==> src/sgra_pkg.sv <==
package sgra_pkg;

  // Default build values
  localparam int GRID_RES_DEF      = 1024;
  localparam int CORDIC_STAGES_DEF = 16;

  // Field widths
  localparam int GRID_W   = 10;
  localparam int PIX_W    = 12;
  localparam int FRAME_W  = 13;
  localparam int WORD_W   = 16;
  localparam int CFG_IDX_W = 3;

  // Datapath widths
  localparam int CW     = 36;  // CORDIC x/y, signed Q.16 feet
  localparam int ZW     = 28;  // CORDIC angle, signed Q.24 radians
  localparam int AW     = ZW + 1;
  localparam int PW     = 43;  // angle times frame size
  localparam int NW     = 48;  // pixel numerator
  localparam int REM_W  = 39;  // holds up to 4096 * 2pi in Q.24

  // Reciprocal for the cell-to-feet scaling
  localparam int RECIP_SHIFT = 46;
  localparam int RECIP_W     = 43;
  localparam int RECIP_LO_W  = 21;
  localparam int RECIP_HI_W  = RECIP_W - RECIP_LO_W;

  localparam int  ATAN_LEN    = 24;
  localparam int  HALF_PI_Q24 = 26353589;
  localparam longint TWO_PI_Q24 = 64'd105414357;
  localparam int  GAIN_Q16    = 107922;

  typedef enum logic [CFG_IDX_W-1:0] {
    CFG_FRAME_WIDTH  = 3'd0,
    CFG_FRAME_HEIGHT = 3'd1,
    CFG_AZ_OFFSET    = 3'd2,
    CFG_EL_OFFSET    = 3'd3,
    CFG_MOUNT_HEIGHT = 3'd4,
    CFG_GROUND_SPAN  = 3'd5
  } cfg_idx_t;

  // atan(2^-i) in Q.24
  function automatic logic [23:0] atan_q24(input int i);
    logic [23:0] v;
    unique case (i)
      0:  v = 24'd13176795;
      1:  v = 24'd7778716;
      2:  v = 24'd4110060;
      3:  v = 24'd2086331;
      4:  v = 24'd1047214;
      5:  v = 24'd524117;
      6:  v = 24'd262123;
      7:  v = 24'd131069;
      8:  v = 24'd65536;
      9:  v = 24'd32768;
      10: v = 24'd16384;
      11: v = 24'd8192;
      12: v = 24'd4096;
      13: v = 24'd2048;
      14: v = 24'd1024;
      15: v = 24'd512;
      16: v = 24'd256;
      17: v = 24'd128;
      18: v = 24'd64;
      19: v = 24'd32;
      20: v = 24'd16;
      21: v = 24'd8;
      22: v = 24'd4;
      23: v = 24'd2;
      default: v = 24'd0;
    endcase
    return v;
  endfunction

endpackage

==> src/sgra_div.sv <==
module sgra_div
  import sgra_pkg::*;
#(
  parameter int     DW  = REM_W,
  parameter int     QB  = PIX_W,
  parameter longint DIV = TWO_PI_Q24,
  parameter int     SBW = 22
) (
  input  logic                  clk,
  input  logic                  rst_n,
  input  logic                  in_vld,
  output logic                  up_rdy,
  input  logic [1:0][DW-1:0]    in_n,
  input  logic [SBW-1:0]        in_sb,
  output logic                  out_vld,
  input  logic                  dn_rdy,
  output logic [1:0][QB-1:0]    out_q,
  output logic [SBW-1:0]        out_sb
);

  // two lanes of divide by constant: reciprocal estimate from the top bits,
  // which is low by at most one, then one compare and increment
  localparam int HW = 25;            // dividend bits fed to the estimate
  localparam int LS = DW - HW;       // low dividend bits left out
  localparam int RS = 32;            // reciprocal fraction bits
  localparam int MW = 21;
  localparam int EW = HW + MW;
  localparam longint MUL = (longint'(1) << (LS + RS)) / DIV;
  localparam logic [MW-1:0] RECIP = MW'(MUL);
  localparam logic [DW-1:0] DV    = DW'(DIV);
  localparam int NS = 3;             // estimate, remainder, correct

  logic                 v_r  [NS];
  logic [SBW-1:0]       sb_r [NS];
  logic                 go   [NS+1];

  logic [1:0][DW-1:0]   n0_r, r1_r;
  logic [1:0][QB-1:0]   q0_r, q1_r, q2_r;
  logic [1:0][EW-1:0]   est;

  always_comb begin
    for (int l = 0; l < 2; l++) begin
      est[l] = EW'(in_n[l][DW-1:LS]) * EW'(RECIP);
    end
  end

  assign go[NS] = dn_rdy;
  for (genvar i = 0; i < NS; i++) begin : g_ctl
    assign go[i] = !v_r[i] || go[i+1];
    always_ff @(posedge clk) begin
      if (!rst_n) begin
        v_r[i] <= 1'b0;
      end else if (go[i]) begin
        v_r[i] <= (i == 0) ? in_vld : v_r[(i == 0) ? 0 : i-1];
      end
    end
    always_ff @(posedge clk) begin
      if (go[i]) begin
        sb_r[i] <= (i == 0) ? in_sb : sb_r[(i == 0) ? 0 : i-1];
      end
    end
  end

  always_ff @(posedge clk) begin
    if (go[0]) begin
      n0_r <= in_n;
      for (int l = 0; l < 2; l++) begin
        q0_r[l] <= est[l][RS+QB-1:RS];
      end
    end
    if (go[1]) begin
      q1_r <= q0_r;
      for (int l = 0; l < 2; l++) begin
        r1_r[l] <= n0_r[l] - DW'(q0_r[l]) * DV;
      end
    end
    if (go[2]) begin
      for (int l = 0; l < 2; l++) begin
        q2_r[l] <= q1_r[l] + QB'(r1_r[l] >= DV);
      end
    end
  end

  assign up_rdy  = go[0];
  assign out_vld = v_r[NS-1];
  assign out_q   = q2_r;
  assign out_sb  = sb_r[NS-1];

endmodule

==> config.mk <==
export PLATFORM = sky130hd
export DESIGN_NAME = sgra_div
export DESIGN_NICKNAME = d
export VERILOG_FILES = /design/src/sgra_pkg.sv /design/src/sgra_div.sv
export SDC_FILE = /design/constraint.sdc
export NUM_CORES = 2
export LEC_CHECK = 0
export ABC_AREA = 1
export BUFFER_PORTS_ARGS = -buffer_cell sky130_fd_sc_hd__buf_2
export CORE_ASPECT_RATIO = 1.5
export CORE_MARGIN = 4
export CORE_UTILIZATION = 50
export DETAILED_ROUTE_END_ITERATION = 7
export PLACE_DENSITY = 0.74
export REMOVE_ABC_BUFFERS = 1
export SKIP_LAST_GASP = 1
export SYNTH_ARGS = -nofsm -noshare
export SYNTH_HDL_FRONTEND = slang
export SYNTH_SLANG_ARGS = --single-unit
export TNS_END_PERCENT = 100
==> constraint.sdc <==
create_clock -name clk -period 7.7 [get_ports clk]
set_clock_uncertainty 0.05 [all_clocks]
set_input_delay 0.77 -clock clk [delete_from_list [all_inputs] [get_ports clk]]
set_output_delay 0.77 -clock clk [all_outputs]
set_load 0.005 [all_outputs]
# Yosys cells after proc, flatten, opt, wreduce, memory -nomap -nowiden
# Memory sizes are Yosys's and may differ from the RTL's.
# Index checks and enable logic that the tools add are counted.
# totals
regBits	228
ramBits	69
output_inout_bits	48
mem_count	2
# memory_table
memory	depth	word_bits	rd	rd_clocked_by_memory_dff	write_ports	line	rtl
sb_r	3	22	3	0	3	sgra_div.sv:34	logic [SBW-1:0] sb_r [NS];
v_r	3	1	3	0	3	sgra_div.sv:33	logic v_r [NS];
# op_classes
add_sub_neg	4
n_mul	4
order_cmp	2
n_mux	16
bitwise	3
reduce_logical	6
# op_table
op	count
multiplier 25 x 17 -> 41 bit, second input constant	2
greater-or-equal comparator 39 x 27 -> 1 bit, second input constant	2
multiplier 12 x 27 -> 39 bit, second input constant	2
subtractor 39 bit	2
adder 12 x 1 -> 12 bit	2
two-way mux 1 bit	16
zero test 1 bit	3
logical OR 1 bit	3
OR 1 bit	3

# Longest topological paths before layout
# An unclocked memory read counts as a cell.
# depth
word_depth	9
depth_mapped	25
depth_no_buf	25

# Worst setup path before layout
# No wires, ideal clock.
# synth_timing
path_kind	input to output
from	input port dn_rdy
to	output port up_rdy
arrival_time_ps	4754
required_time_ps	6880
path_slack_ps	2126
stages	4
cell_sequence	inv_1 nand2_1 nor2_1 nand2_1
# synth_lines
item	line	rtl
start, declared	sgra_div.sv:16	input logic dn_rdy,
end, declared	sgra_div.sv:12	output logic up_rdy,

# Final worst setup path
# layout_timing
from	register q0_r[1] (netlist bit)
to	register r1_r[34] (netlist bit), data pin
# layout_via
elab_chain_len	2
# layout_rtl
item	line	rtl
start, declared	sgra_div.sv:38	logic [1:0][QB-1:0] q0_r, q1_r, q2_r;
start signal, assigned by index	sgra_div.sv:68	q0_r[l] <= est[l][RS+QB-1:RS];
multiplier 12 x 27 -> 39 bit	sgra_div.sv:74	r1_r[l] <= n0_r[l] - DW'(q0_r[l]) * DV;
subtractor 39 bit	sgra_div.sv:74	
end signal, assigned by index	sgra_div.sv:74	
end, declared	sgra_div.sv:37	logic [1:0][DW-1:0] n0_r, r1_r;
# No other way between the ends.
# A chain may end at the register's enable or synchronous reset.

==> impl_metrics.yaml <==
critical_path:
  cp_data_required_time_ps: 7950
  end_kind: "flop"
  slowest_stage: "edfxtp_1"
  r2r_slack_ps: 1670
  r2r-end: "r1_r[34]"
  cp_max_fo: 9
  crit_type: "reg2reg"
  r2r_start: "q0_r[1]"
  crit_path_end: "r1_r[34]"
  critical-path-max-stage-delay_ps: 750
  arrival_ps: 6280
  timing.critical_path.from: "q0_r[1]"
  worst_setup_path_start_kind: "flop"
  crit_chain: "inv_1, fa_1, fa_1, inv_1, fa_1, inv_1, fa_1, inv_1, fa_1, inv_1, ha_1, a21oi_1, o21ai_0, a21oi_1, nand3_1, nand2_1, nand2_1, nand2_1, nand2_1"
  reg2reg_depth: 19
floorplan:
  coreArea_um2: 81200
  die_area_um2: 86500
  die_x_um: 241
  initial_utilization: 0.503
  row_count: 128
  io_pins: 152
  die_height_um: 358
clock_tree:
  cts.repair.resized: 0
  clkTransAtPathRegs_ps: 60
  max-clock-path-buffers: 3
  cts_tree: "built"
  cts_hold_buf: 0
  postCtsSetupBuffers: 0
  clock_latency_ps: 590
  cts_buffers: 34
  htreeDepth: 2
  cts.sinks: 297
  cts-root-buf: "clkbuf_16"
drt:
  dr.first_iter.drc_count: 1475
  drc: 0
  dr_total_vias: 28800
  post_drt_wl_per_cell_um: 18.2
  first_pass_iters: 7
  ant_nets: 0
  vias_per_cell: 5.16
  drt_wl_total_um: 102000
timing:
  setup-tns-final_ps: 0
  max_slew_margin: 0.285
  period_share: 0.783
  fin_ws_ps: 1670
  hold_viol: 0
  min_period_ps: 6030
  grt_setup_unrepaired: "false"
  tightestPinTransition_ps: 1070
  slew_viol_final: 0
  clock.fmax_mhz: 166
  setup_viol: 0
grt:
  grt_pass1_vias: 31400
  grt_overflow: 0
  use_met2: 0.448
  grt_busiest_layer: "met2"
  grt_usage: 0.243
  met3_usage: 0.0273
  grt_max_degree: 66
  antenna_found_initial: 9
  grt_pass1_wl_um: 163000
  globalRouteMet1Util: 0.272
finish:
  drive_above_1_share: 0.0583
  ff_latch_area_um2: 8910
  areaGrowthSynthToFinish_pct: 7.59
  fin_nets: 5810
  n_fill_cell: 7200
  multiInputGateArea_um2: 27100
logic_synthesis:
  synth-seq-cells: 297
  async_flop_share: 0
  synth_area_per_cell_um2: 9.43
  synthCells: 4335
  yosysUniqueCellTypes: 45
  synth_area_um2: 40900
  ys_warn_count: 0
  ys_seq_area_frac: 0.218
  synth_flop_cell: "edfxtp_1"
  synth-edff-count: 296
job:
  max_cap_violations: 0
status:
  status: "finished clean"
placed_design:
  hpwl_um: 88800
  dpl_worst_slack_ps: 1620
  place_congestion: 0.987
  numPortBuffers: 151
worst_hold_path:
  min_from: "in_n[47]"
  min_path_type: "in2reg"
==> flip-flops by register name (all words and copies together), names as in the netlist <==
signal / count
n0_r: 78
r1_r: 78
sb_r: 66
out_q: 24
q0_r: 24
q1_r: 24
v_r: 3
==> per-stage QoR <==
step / util / cells / hold slack, ps / area (µm²)
6_report: 0.541 / 5572 / 297 / 44000
5_1_grt: 0.541 / 5570 / 275 / 44000
4_1_cts: 0.541 / 5569 / 270 / 44000
3_5_place_dp: 0.527 / 5507 / 355 / 42800
3_3_place_gp: 0.527 / 5507 / 351 / 42800
2_1_floorplan: - / 4313 / 350 / 40700
==> critical path: cells and delay by family, from the launching register on <==
kind | cells | cell delay (ps)
compound gates | 3 | 810
flops | 1 | 750
fa+ha+maj | 6 | 3000
simple gates | 5 | 610
buf+inv | 5 | 530
==> cell usage after synthesis (10+ instances only) <==
cell	count	area [µm²]
a21o_1	15	113
a21oi_1	189	946
a31oi_1	10	62.6
buf_4	22	165
edfxtp_1	296	8890
fa_1	594	11900
ha_1	609	7620
inv_1	1255	4710
nand2_1	569	2140
nand2_2	24	150
nand3_1	112	561
nand4_1	40	250
nor2_1	251	942
nor3_1	41	205
nor4_1	12	75.1
o21a_1	13	97.6
o21ai_0	88	440
o21bai_1	20	150
xnor2_1	31	272
xor2_1	65	569
==> metal layers <==
layer	vias to the layer above	share of wire	wire (µm)
li1	13700	-	-
met1	13900	0.37	37800
met2	791	0.52	52600
met3	317	0.044	4430
met4	4	0.067	6830
met5	-	0.00025	25
==> cell usage in the layout (no fill, tap or decap), drive strengths merged, types with 13 or more instances in the layout <==
master,n
inv,1263
nand4,40
edfxtp,296
xor2,65
nor3,42
ha,609
o21bai,20
xnor2,31
o21ai,96
clkbuf,43
nor4,13
fa,594
nand3,121
buf,154
o21a,13
a21o,15
nand2,593
a21oi,190
nor2,260
==> how the worst min path moves through the flow <==
stage / to / slack (ps) / cells past startpoint
2_1_floorplan: sb_r[0][22] / 350 / 0
3_3_place_gp: sb_r[0][47] / 350 / 0
3_5_place_dp: sb_r[0][31] / 350 / 0
4_1_cts: n0_r[52] / 270 / 1
5_1_grt: n0_r[51] / 280 / 1
6_report: n0_r[47] / 300 / 1
==> area by class of cell <==
type	count	share of cell area
diodes	3	0.000171
clock buffers	43	0.0201
clock inverters	19	0.00643
inverters	1258	0.107
multi-input cells	2758	0.616
flip-flops and latches	297	0.203
well taps	1040	0.0296
repair buffers	154	0.0177
==> logic make-up after synthesis <==
kind of cell / share of synthesized area
AOI/OAI and AO/OA: 0.0500
DFF: 0.218
buffers and inverters: 0.120
and+or+nand+nor: 0.114
adders and majority gates: 0.477
xor gates and xnor gates: 0.0206
Power is not shown: default switching activity piles up to over one toggle a cycle in this logic, so the estimate is an artifact.
